**config.mk**
```make
export PLATFORM = sky130hd
export DESIGN_NAME = sgag_grad_unit
export DESIGN_NICKNAME = d
export VERILOG_FILES = /design/src/rtl/sigmoid_activation_gradient_unit_defines.svh /design/src/rtl/sgag_pkg.sv /design/src/rtl/sgag_grad_unit.sv
export SDC_FILE = /design/constraint.sdc
export NUM_CORES = 1
export LEC_CHECK = 0
export BUFFER_PORTS_ARGS = -buffer_cell sky130_fd_sc_hd__buf_2
export CORE_UTILIZATION = 55
export CTS_BUF_LIST = sky130_fd_sc_hd__clkbuf_16
export DETAILED_ROUTE_END_ITERATION = 7
export PLACE_DENSITY = 0.75
export RECOVER_POWER = 25
export SYNTH_ARGS = -nofsm -noshare
export SYNTH_HDL_FRONTEND = slang
export SYNTH_SLANG_ARGS = --single-unit
```
**constraint.sdc**
```tcl
create_clock -name clk -period 14 [get_ports clk]
set_input_delay 2.1 -clock clk [delete_from_list [all_inputs] [get_ports clk]]
set_output_delay 2.1 -clock clk [all_outputs]
set_load 0.1 [all_outputs]
```
**src/rtl/sigmoid_activation_gradient_unit_defines.svh**
```systemverilog
// assertion macros for the sigmoid activation and gradient unit
// used by the top level only; needs a clock named clk and a reset named rst in scope
`ifndef SIGMOID_ACTIVATION_GRADIENT_UNIT_DEFINES_SVH
`define SIGMOID_ACTIVATION_GRADIENT_UNIT_DEFINES_SVH
`ifndef SYNTH
`define SGAG_ASSERT_SAME(label, ante, cons) \
  label: assert property (@(posedge clk) disable iff (rst) (ante) |-> (cons)) \
    else $error("sgag: same-cycle check failed");
`define SGAG_ASSERT_NEXT(label, ante, cons) \
  label: assert property (@(posedge clk) disable iff (rst) (ante) |=> (cons)) \
    else $error("sgag: next-cycle check failed");
`else
`define SGAG_ASSERT_SAME(label, ante, cons)
`define SGAG_ASSERT_NEXT(label, ante, cons)
`endif
`endif

```
**src/rtl/sgag_pkg.sv**
```systemverilog
// shared types, constants and the plan sigmoid function
// no dependencies
`timescale 1ns / 1ps
`default_nettype none

package sgag_pkg;

  localparam int StoreDepthDefault = 1024;
  localparam int FeatureCountW     = 11;
  localparam int IndexW            = 10;
  localparam int DataW             = 16;
  localparam int ProdW             = IndexW + FeatureCountW;
  localparam int FullAddrW         = ProdW + 1;
  localparam int PAddrW            = 3;
  localparam int PDataW            = 32;

  // register index taken from paddr[2]
  localparam logic RegIdxFeatureCount = 1'b0;
  localparam logic [FeatureCountW-1:0] FeatureCountReset = FeatureCountW'(1);

  typedef enum logic {
    CmdForward  = 1'b0,
    CmdBackward = 1'b1
  } cmd_t;

  typedef struct packed {
    cmd_t                     cmd;
    logic [IndexW-1:0]        row_index;
    logic [IndexW-1:0]        col_index;
    logic signed [DataW-1:0]  value_in;
  } req_t;

  typedef struct packed {
    logic signed [DataW-1:0]  result_value;
    logic                     range_error;
  } rsp_t;

  typedef struct packed {
    logic prod_en;
    logic addr_en;
  } addr_en_t;

  typedef struct packed {
    logic write;
    logic read;
  } store_ctl_t;

  // plan piecewise-linear sigmoid, q4.12 in, q0.15 out saturated to 32767
  function automatic logic [DataW-1:0] plan_sigmoid(input logic signed [DataW-1:0] x);
    logic [DataW-1:0] a;
    logic [DataW-1:0] y;
    a = x[DataW-1] ? (DataW'(0) - DataW'(x)) : DataW'(x);
    if (a >= 16'd20480) begin
      y = 16'd32768;
    end else if (a >= 16'd9728) begin
      y = (a >> 2) + 16'd27648;
    end else if (a >= 16'd4096) begin
      y = a + 16'd20480;
    end else begin
      y = (a << 1) + 16'd16384;
    end
    if (x[DataW-1]) begin
      y = 16'd32768 - y;
    end
    if (y > 16'd32767) begin
      y = 16'd32767;
    end
    return y;
  endfunction

endpackage

`default_nettype wire

```
**src/rtl/sgag_grad_unit.sv**
```systemverilog
// gradient datapath: registered fx*(1-fx), then upstream gradient times that term
// depends on sgag_pkg
`timescale 1ns / 1ps
`default_nettype none

module sgag_grad_unit (
  input  wire logic                               clk,
  input  wire logic                               en,
  input  wire logic [sgag_pkg::DataW-1:0]         fx,
  input  wire logic signed [sgag_pkg::DataW-1:0]  grad,
  output logic signed [sgag_pkg::DataW-1:0]       grad_out
);

  localparam int FxW   = sgag_pkg::DataW - 1;
  localparam int DerW  = 2 * FxW;
  localparam int GpW   = 2 * sgag_pkg::DataW;

  logic [sgag_pkg::DataW-1:0] one_minus;
  logic [DerW-1:0]            der_prod;
  logic [FxW-1:0]             der;
  logic signed [GpW-1:0]      gp;

  // stored activations are q0.15 in 0..32767, sign bit never set
  assign one_minus = sgag_pkg::DataW'(17'd32768 - 17'(fx[FxW-1:0]));
  assign der_prod  = DerW'(fx[FxW-1:0]) * DerW'(one_minus);

  always_ff @(posedge clk) begin
    if (en) begin
      der <= der_prod[DerW-1:FxW];
    end
  end

  // arithmetic shift by 15 floors, result fits 16 bits
  assign gp       = GpW'(grad) * GpW'($signed({1'b0, der}));
  assign grad_out = gp[FxW+sgag_pkg::DataW-1:FxW];

endmodule

`default_nettype wire

```
Word level (Yosys, flattened, before mapping). Cells that the tools add are included.

Register bits: 15. Bits of input ports: 34. Word-level logic and storage cells: 4.

Add/subtract/negate cells: 1. Multiply operators: 2.

Operators with widths (number): $mul A16 B16 Y31 (1); $mul A15 B16 Y30 (1); $sub A16 B15 Y16 const A (1).

Logic depth before layout (Yosys ltp).
Depth in word-level cells: 2. Gate-level depth with buffers: 32. Mapped depth without buffers: 30.

Worst setup path before layout. Ideal clock, no wire load.

Path type: input to output. Start point: input grad[11] (netlist name). End point: output grad_out[12] (netlist name). Arrival time: 8749 ps. Data required time: 11900 ps. Setup slack: 3151 ps. Stages: 20. Path buffers: 1. Cells stage by stage: clkbuf_1 -> nand2_1 -> fa_1 -> inv_1 -> fa_1 -> inv_1 -> fa_1 -> fa_1 -> inv_1 -> fa_1 -> fa_1 -> ha_1 -> a211oi_2 -> o22ai_1 -> nor3_2 -> a21oi_1 -> a221o_2 -> a221o_2 -> a21o_1 -> xor2_1.

Cells in the longest elaborated chain, start to end: 1.

Ends and longest elaborated chain: from (decl) (RTL line sgag_grad_unit.sv:10) `input wire logic signed [sgag_pkg::DataW-1:0] grad,`; $mul A16 B16 Y31 (RTL line sgag_grad_unit.sv:34) `assign gp = GpW'(grad) * GpW'($signed({1'b0, der}));`; to (decl) (RTL line sgag_grad_unit.sv:11) `output logic signed [sgag_pkg::DataW-1:0] grad_out`.

No other way between the ends.

Worst setup path in the final report.
Start point: input grad[11] (netlist name). End point: output grad_out[15] (netlist name).

The elaborated chain is that of the path after synthesis.

==> results.md <==
* Via Count at 11,680
* Area growth syn-to-layout at 3.702%
* Largest register FFs at 15
* Synthesized instance count at 1,823
* Initial antenna violation count at 1
* CP Data Required Time at 11,900 ps
* Critical Path Start Type: input port
* Row cnt at 63
* Synth area leaders: fa_1, ha_1, inv_1
* DRC viols at 0
* Asr flop ratio synth at 0
* Largest area contributor in the synthesized netlist: fa_1
* Post-DRT Antenna Nets at 0
* CP top delay family: adder cells
* Core ar. at 0.02987 sq mm
* Post-Syn Area at 0.01687 sq mm
* Clock slew at reported path FFs at 50 ps
* Top Registers: der x15
* Yosys reg bits at 15
* Critical path buffer and inverter count at 5
* H-tree Lvls at 1
* Final slew viol count at 0
* CTS Buf Count at 3
* First-pass GRT wire length at 62.78 mm
* Die width at 177.1 microns
* DR vias/cell at 5.268
* Setup Viol. Count Final at 0
* Post-CTS Setup Bufs at 0
* Post-cts sizing count at 0
* CTS max path bufs at 2
* Final WL at 36.08 mm
* Register area share after synthesis at 0.02671
* Largest net degree at the start of global routing at 24
* Starting Density at 0.5646
* Die height at 177.1 microns
* Status: complete, no violations
* Number of global-route vias before repair at 13,430
* Share of the synthesized area in the top cell type at 0.4950
* Setup TNS at 0 ps
* Dpl hpwl at 29.59 mm
* DR pass1 iterations at 6
* Crit-path cells: buf_2 -> nand2_1 -> fa_1 -> inv_1 -> fa_1 -> inv_1 -> fa_1 -> fa_1 -> inv_1 -> fa_1 -> fa_1 -> ha_1 -> a211oi_2 -> o22ai_1 -> nor3_2 -> a21oi_1 -> a221o_2 -> a221o_2 -> a2111o_1 -> a31oi_2 -> xnor2_1 -> buf_2
* Actual slew at the worst max-slew pin at 856.4 ps
* Syn avg cell area at 9.252 sq um
* Die Area at 0.03137 sq mm
* Most frequent cells in the layout: inv_1, fa_1, ha_1
* CP dominant cell by count: fa_1
* Distinct cells, synth at 48
* Total gr overflow at 0
* Synth warn at 0
* I/O Buffers at 48
* WHS at 2521 ps
* Final #Nets at 2,460
* Maxcap violations at 0
* Endpoints failing hold at 0
* Layout cell share with drive strength beyond 1 at 0.03286
* # hold bufs at CTS at 0
* Min Clock Period, post-route at 10,920 ps
* Biggest register: der
* Crit-path max cell delay at 570 ps
* Most common cell after layout, fill and taps aside: inv_1
* Setup crit end kind: output pin
* FMAX at 0.09154 GHz
* Worst slew margin at 0.4143
* Crit path max fanout at 15
* Number of flops mapped to enable cells by yosys at 15
* Total Routing Usage GR at 0.2544
* Period utilization at 0.7803
* Initial DRC Count at 626
* CP arrival at 8820 ps
* Avg WL per Cell at 16.27 microns
* CTS tree: yes
* RSZ-0062 raised after global routing: no
* Critical setup path kind: input port to output pin
* Routability congestion estimate at 0.8528
* Filler instances at 2,582
* Most used DFF post-synth: edfxtp_1
* Worst Hold Class: input port to flop
* Ports at 50
* CP max stage cell: fa_1
* CTS root buffer: clkbuf_16
* Clock sink count at 15
-- final cells by class --
| cell class | count | area, sq um | area share |
|---|---|---|---|
| Multi-Input combinational cell | 1269 | 14390 | 0.8229 |
| Inverter | 490 | 1839 | 0.1052 |
| Tap cell | 390 | 488.0 | 0.02790 |
| Sequential cell | 15 | 450.4 | 0.02575 |
| Timing Repair Buffer | 48 | 239.0 | 0.01366 |
| Clock buffer | 3 | 75.07 | 0.004292 |
| Clock inverter | 1 | 3.754 | 0.0002146 |
| Antenna cell | 1 | 2.502 | 0.0001431 |
-- cells in the mapped netlist, types with 23 or more instances --
cell type	count
fa_1	417
clkbuf_1	58
nor2_1	47
inv_1	488
nor2b_1	81
xnor2_1	31
nand2_1	159
nand2b_1	92
and2_1	119
a21oi_1	23
ha_1	182
-- layer usage --
metal	part of all wire	track usage	vias up
li1	-	-	5277
met1	0.41	0.3175	6015
met2	0.52	0.4639	311
met3	0.044	0.02642	77
met4	0.028	0.07184	0
met5	0	0	-
-- kinds of logic (layout without fill, tap and decap cells) --
group / count (synthesis) / in the layout / synth area share
AO/OA/AOI/OAI: 82 / 82 / 0.03220
XOR/XNOR: 42 / 42 / 0.02181
adder cells (fa/ha/maj): 599 / 599 / 0.6300
buffers and inverters: 551 / 542 / 0.1226
flip-flops: 15 / 15 / 0.02671
other: 2 / 15 / 0.0004453
AND/OR/NAND/NOR: 532 / 532 / 0.1662
-- path summary, 6_finish.rpt --
kind              startpoint  cells past startpoint      endpoint  slack, ps
setup / recovery    grad[11]                     22  grad_out[15]       3080
hold / removal            en                      1        der[5]       2520
-- metrics by stage --
stage | setup slack (ps) | utilization | cell area, sq um | std cells
after global routing | 2693 | 0.5855 | 17490 | 2217
after floorplan | 3151 | - | 16910 | 1835
final | 3076 | 0.5855 | 17490 | 2217
after CTS | 3078 | 0.5854 | 17490 | 2216
after detailed placement | 2983 | 0.5828 | 17410 | 2212
after global placement | 3112 | 0.5828 | 17410 | 2212
Power is left out: the tool's default activity adds up to more than one toggle a clock period on the data nets, which glitch-free logic cannot reach.
