--- config.mk ---
export PLATFORM = sky130hd
export DESIGN_NAME = sgag_addr_gen
export DESIGN_NICKNAME = d
export VERILOG_FILES = /design/src/rtl/sigmoid_activation_gradient_unit_defines.svh /design/src/rtl/sgag_pkg.sv /design/src/rtl/sgag_addr_gen.sv
export SDC_FILE = /design/constraint.sdc
export NUM_CORES = 1
export LEC_CHECK = 0
export BUFFER_PORTS_ARGS = -buffer_cell sky130_fd_sc_hd__buf_2
export CORE_AREA = 2 2 106 88
export CTS_BUF_LIST = sky130_fd_sc_hd__clkbuf_8
export DETAILED_ROUTE_END_ITERATION = 7
export DIE_AREA = 0 0 108 90
export PLACE_DENSITY = 0.85
export SLEW_MARGIN = 0
export SYNTH_ARGS = -nofsm -noshare
export SYNTH_HDL_FRONTEND = slang
export SYNTH_SLANG_ARGS = --single-unit
--- constraint.sdc ---
create_clock -name clk -period 8.49 [get_ports clk]
set_input_delay 0.4245 -clock clk [delete_from_list [all_inputs] [get_ports clk]]
set_output_delay 0.4245 -clock clk [all_outputs]
set_load 0.03 [all_outputs]
--- src/rtl/sigmoid_activation_gradient_unit_defines.svh ---
// assertion macros for the sigmoid activation and gradient unit
// used by the top level only; needs a clock named clk and a reset named rst in scope
`ifndef SIGMOID_ACTIVATION_GRADIENT_UNIT_DEFINES_SVH
`define SIGMOID_ACTIVATION_GRADIENT_UNIT_DEFINES_SVH
`ifndef SYNTH
`define SGAG_ASSERT_SAME(label, ante, cons) \
  label: assert property (@(posedge clk) disable iff (rst) (ante) |-> (cons)) \
    else $error("sgag: same-cycle check failed");
`define SGAG_ASSERT_NEXT(label, ante, cons) \
  label: assert property (@(posedge clk) disable iff (rst) (ante) |=> (cons)) \
    else $error("sgag: next-cycle check failed");
`else
`define SGAG_ASSERT_SAME(label, ante, cons)
`define SGAG_ASSERT_NEXT(label, ante, cons)
`endif
`endif

--- src/rtl/sgag_pkg.sv ---
// shared types, constants and the plan sigmoid function
// no dependencies
`timescale 1ns / 1ps
`default_nettype none

package sgag_pkg;

  localparam int StoreDepthDefault = 1024;
  localparam int FeatureCountW     = 11;
  localparam int IndexW            = 10;
  localparam int DataW             = 16;
  localparam int ProdW             = IndexW + FeatureCountW;
  localparam int FullAddrW         = ProdW + 1;
  localparam int PAddrW            = 3;
  localparam int PDataW            = 32;

  // register index taken from paddr[2]
  localparam logic RegIdxFeatureCount = 1'b0;
  localparam logic [FeatureCountW-1:0] FeatureCountReset = FeatureCountW'(1);

  typedef enum logic {
    CmdForward  = 1'b0,
    CmdBackward = 1'b1
  } cmd_t;

  typedef struct packed {
    cmd_t                     cmd;
    logic [IndexW-1:0]        row_index;
    logic [IndexW-1:0]        col_index;
    logic signed [DataW-1:0]  value_in;
  } req_t;

  typedef struct packed {
    logic signed [DataW-1:0]  result_value;
    logic                     range_error;
  } rsp_t;

  typedef struct packed {
    logic prod_en;
    logic addr_en;
  } addr_en_t;

  typedef struct packed {
    logic write;
    logic read;
  } store_ctl_t;

  // plan piecewise-linear sigmoid, q4.12 in, q0.15 out saturated to 32767
  function automatic logic [DataW-1:0] plan_sigmoid(input logic signed [DataW-1:0] x);
    logic [DataW-1:0] a;
    logic [DataW-1:0] y;
    a = x[DataW-1] ? (DataW'(0) - DataW'(x)) : DataW'(x);
    if (a >= 16'd20480) begin
      y = 16'd32768;
    end else if (a >= 16'd9728) begin
      y = (a >> 2) + 16'd27648;
    end else if (a >= 16'd4096) begin
      y = a + 16'd20480;
    end else begin
      y = (a << 1) + 16'd16384;
    end
    if (x[DataW-1]) begin
      y = 16'd32768 - y;
    end
    if (y > 16'd32767) begin
      y = 16'd32767;
    end
    return y;
  endfunction

endpackage

`default_nettype wire

--- src/rtl/sgag_addr_gen.sv ---
// element address generation: row times feature count, then column add and range check
// depends on sgag_pkg
`timescale 1ns / 1ps
`default_nettype none

module sgag_addr_gen #(
  parameter int STORE_DEPTH = sgag_pkg::StoreDepthDefault,
  localparam int AddrW = $clog2(STORE_DEPTH)
) (
  input  wire logic                                clk,
  input  wire sgag_pkg::addr_en_t                  en,
  input  wire logic [sgag_pkg::IndexW-1:0]         row_index,
  input  wire logic [sgag_pkg::IndexW-1:0]         col_index,
  input  wire logic [sgag_pkg::FeatureCountW-1:0]  feature_count,
  output logic [AddrW-1:0]                         addr,
  output logic                                     range_error
);

  logic [sgag_pkg::ProdW-1:0]     prod;
  logic [sgag_pkg::IndexW-1:0]    col_hold;
  logic [sgag_pkg::FullAddrW-1:0] full_addr;

  // first stage: the multiply only
  always_ff @(posedge clk) begin
    if (en.prod_en) begin
      prod     <= sgag_pkg::ProdW'(row_index) * sgag_pkg::ProdW'(feature_count);
      col_hold <= col_index;
    end
  end

  assign full_addr = sgag_pkg::FullAddrW'(prod) + sgag_pkg::FullAddrW'(col_hold);

  // second stage: column add and compare against the store depth
  always_ff @(posedge clk) begin
    if (en.addr_en) begin
      addr        <= full_addr[AddrW-1:0];
      range_error <= (full_addr >= sgag_pkg::FullAddrW'(STORE_DEPTH));
    end
  end

endmodule

`default_nettype wire

# ---- After elaboration in Yosys (flattened, before gate mapping)
# Cells that the tools add are included.
# Widths: inputs -> output; s select.
dict set report totals {
  ram_bits 0
  wordCells 7
  ff_bits 42
  in_bits 34
  rom_bits 0
  n_memories 0
  latch_bits 0
  output_inout_bits 11
}
dict set report op_classes {
  div_mod_pow 0
  n_mul 1
  n_eq_ne 0
  n_bitwise 0
  n_lt_le_gt_ge 1
  shift 0
  n_reduce_logical 0
  add_sub_neg 1
  mux 0
}
# op n
set op_table {}
lappend op_table {{$add 21x10->22} 1}
lappend op_table {{$ge 22x11->1 const B} 1}
lappend op_table {{$mul 10x11->21} 1}

# ---- Longest topological paths before layout
dict set report depth {
  word_depth 2
  ltp_mapped 20
}

# ---- Worst setup path before layout
# Ideal clock, no wire load.
dict set report synth_timing {
  path_kind {input port to flip-flop}
  startpoint {in row_index[3] (netlist bit)}
  endpoint {reg prod[19] (netlist bit), data pin}
  required_time_ps 8230
  arrival_time_ps 5003
  path_slack_ps 3227
  setup_time_ps 260
  cell_stages 18
  path_cell_list {clkbuf_1 -> nand2_1 -> fa_1 -> inv_1 -> fa_1 -> fa_1 -> fa_1 -> inv_1 -> fa_1 -> inv_1 -> ha_1 -> a21o_1 -> a21o_1 -> a2111oi_4 -> o31ai_4 -> nand2_2 -> o21ai_2 -> xor2_1}
}
dict set report synth_via {
  elab_chain_len 1
}
# element line
set synth_rtl {}
lappend synth_rtl {{from (decl)} sgag_addr_gen.sv:12} ;# input wire logic [sgag_pkg::IndexW-1:0] row_index,
lappend synth_rtl {{$mul 10x11->21} sgag_addr_gen.sv:26} ;# prod <= sgag_pkg::ProdW'(row_index) * sgag_pkg::ProdW'(feature_count);
lappend synth_rtl {{to (signal assigned)} sgag_addr_gen.sv:26}
lappend synth_rtl {{to (decl)} sgag_addr_gen.sv:19} ;# logic [sgag_pkg::ProdW-1:0] prod;
# Every way passes these cells.
# A chain may end at the register's enable or synchronous reset.

# ---- Worst setup path after layout
dict set report layout_timing {
  startpoint {in feature_count[0] (netlist bit)}
  endpoint {reg prod[19] (netlist bit), data pin}
}
dict set report layout_via {
  elab_chain_len 1
}
# element line
set layout_rtl {}
lappend layout_rtl {{from (decl)} sgag_addr_gen.sv:14} ;# input wire logic [sgag_pkg::FeatureCountW-1:0] feature_count,
lappend layout_rtl {{$mul 10x11->21} sgag_addr_gen.sv:26}
# Every way passes these cells.

==> out/metrics.yaml <==
cts_resized: 0
synth-compound-area-share_pct: 10.02
hpwl_um: 8789
cts.sinks: 42
gp_congestion: 0.8871
fin_crit_ns: 5.147
drc: 0
start_util_pct: 62.95
ys.flop_type: "edfxtp_1"
regArea_um2: 1261
power.leakage_nw: 2.861
dpl-instance-area_um2: 5794
fillCellCount: 666
final_nets: 737
grt_pass1_vias: 4190
die_area_um2: 9720
worst_r2r_endpoint: "range_error"
r2r_start: "col_hold[0]"
finalSetupTns_ns: 0
grt_use_total_pct: 23.78
layout_common_cells: "74 x inv_1, 71 x fa_1, 68 x and2_1"
power.density_nw_per_um2: 314.1
ant_nets: 0
ys_seq_elements: 42
num_antenna_cells: 0
endpoint_kind: "register"
fin_skew_ns: 0.01143
core_um2: 8727
synth_top_family_by_area: "adder cells"
synth-xor-area-share_pct: 4.145
wl_per_cell_um: 15.82
grt_max_degree: 32
async_flop_share_pct: 0
synth-edff-count: 42
crit_type: "input pin to register"
postCtsHoldBufs: 0
crit_required_ns: 8.54
routed_wl_um: 10790
via_per_inst: 5.730
syn_inst: 532
synth_top_area_share_pct: 25.87
hold_depth: 1
max_slew_margin_pct: 50.75
rsz0062_at_grt: "no"
cts-root-buf: "clkbuf_8"
total_power_mw: 1.863
status: "completed"
hold_path_end: "col_hold[5]"
rows: 31
synth-simple-area-share_pct: 15.40
grt_overflow_total: 0
synthAdderAreaFrac_pct: 40.90
first_pass_iters: 5
vdd_ir_drop_max_mv: 0.2378
cts_tree: "yes"
finalCritPeriodShare_pct: 60.62
grt_pass1_wl_um: 18520
htreeDepth: 2
drive_above_1_share_pct: 11.64
syn_area_per_cell_um2: 10.33
min_from: "col_index[5]"
rrSetupSlack_ns: 6.10
postCtsSetupRepairBufs: 0
finalHoldViolations: 0
fmax_mhz: 194.3
vias: 3908
yosysWarnings: 0
antenna_found_initial: 0
worst_ep_arrival_time_ns: 5.20
clkLatencyLatePin_ns: 0.30
synth.largest_area_cell: "fa_1"
multi_input_comb_area_um2: 3891
drv_cap: 0
setup-violations-final: 0
mostFrequentLayoutCell: "inv_1"
muxShareOfSynthArea_pct: 0.3644
synth_cell_types: 45
slew_violations: 0
numCtsBuffers: 5
cp_max_fo: 10
synthTopCellsByArea: "fa_1 26%, edfxtp_1 23%, ha_1 15%"
top_level_ports: 45
worst_slew_pin_slew_ns: 0.7388
cts_buffer_depth: 2
synthToLayoutAreaGrowth_pct: 7.971
synth_fp_nets: 703
numPortBuffers: 44
syn-cell-area_um2: 5494
hold_path.class: "input pin to register"
fp.dieW_um: 108
cp-start-kind: "input pin"
dieHeight_um: 90
clk_pin_slew_ns: 0.09
r2r_cells: 9
synth-seq-area-share_pct: 22.96
hold_ws_ns: 0.2931
stdcell_area_um2: 5932
drt_iter0_drc: 192
[where the power goes]
group | internal (mW) | leakage [nW] | total [mW] | switching (mW)
clock | 0.118 | 0.0683 | 0.190 | 0.0725
combinational | 0.551 | 2.38 | 1.27 | 0.721
sequential | 0.360 | 0.409 | 0.402 | 0.0423
[sequential cells by signal (all words and copies together), names as in the netlist]
register / count
prod: 21
addr: 10
range_error: 1
col_hold: 10
[how the worst max path moves through the flow]
stage	from	to	slack, ns	cells past startpoint
after floorplan	row_index[3]	prod[19]	3.23	18
after global placement	row_index[9]	prod[19]	3.13	18
after detailed placement	feature_count[0]	prod[19]	3.05	18
after CTS	feature_count[0]	prod[19]	3.35	18
after global routing	row_index[6]	prod[17]	3.16	18
final	feature_count[0]	prod[19]	3.34	18
[per-stage QoR]
step,instances,util [%],setup WS (ns)
after floorplan,532,-,3.227
after global placement,674,66.39,3.133
after detailed placement,674,66.39,3.048
after CTS,682,67.97,3.354
after global routing,682,67.97,3.164
final,682,67.97,3.343
[cell usage after synthesis (2+ instances only)]
cell	instances
mux2i_1	2
a21oi_1	19
nor2_1	12
nor2b_1	3
o21bai_1	4
o21ai_1	4
a21o_1	10
ha_1	66
a211oi_2	2
edfxtp_1	42
nand3_1	7
xor2_1	6
or3_1	3
inv_1	74
o21a_1	3
and2_1	68
nand2b_1	5
nand4_1	2
o2111ai_2	2
nand2_1	51
clkbuf_1	17
o21ai_0	10
fa_1	71
a211oi_1	5
o21ai_2	3
xnor2_1	20
nor3_1	3
[cells by family (layout without fill, tap and decap cells)]
family / count (synthesis) / after routing
simple gates: 161 / 161
mux: 2 / 2
buf+inv: 91 / 126
xor+xnor: 26 / 26
fa+ha+maj: 137 / 137
flops: 42 / 42
compound gates: 73 / 73
[critical path, cell delays in order]
cell       delay, ns
buf_2           0.19
nand2_1         0.11
fa_1            0.51
fa_1            0.55
inv_1           0.05
fa_1            0.50
fa_1            0.55
inv_1           0.06
fa_1            0.52
inv_1           0.04
ha_1            0.35
a21o_1          0.22
a21o_1          0.22
a2111oi_4       0.44
o31ai_4         0.14
nand2_2         0.11
o21ai_2         0.06
xor2_1          0.14
[area by class of cell]
cell class,instances,share of cell area (%)
Tap cell,115,2.426
Sequential cell,42,21.26
Multi-Input combinational cell,399,65.60
Inverter,74,4.683
Clock inverter,3,1.160
Clock buffer,5,1.160
Timing Repair Buffer,44,3.712
[per-layer routing]
metal	track usage [%]	vias to the layer above	share of wire, %
li1	-	1818	-
met1	30.87	1955	40
met2	41.40	109	53
met3	3.191	26	4.4
met4	7.158	0	2.2
met5	0	-	0
(Power assumes the default switching activity.)
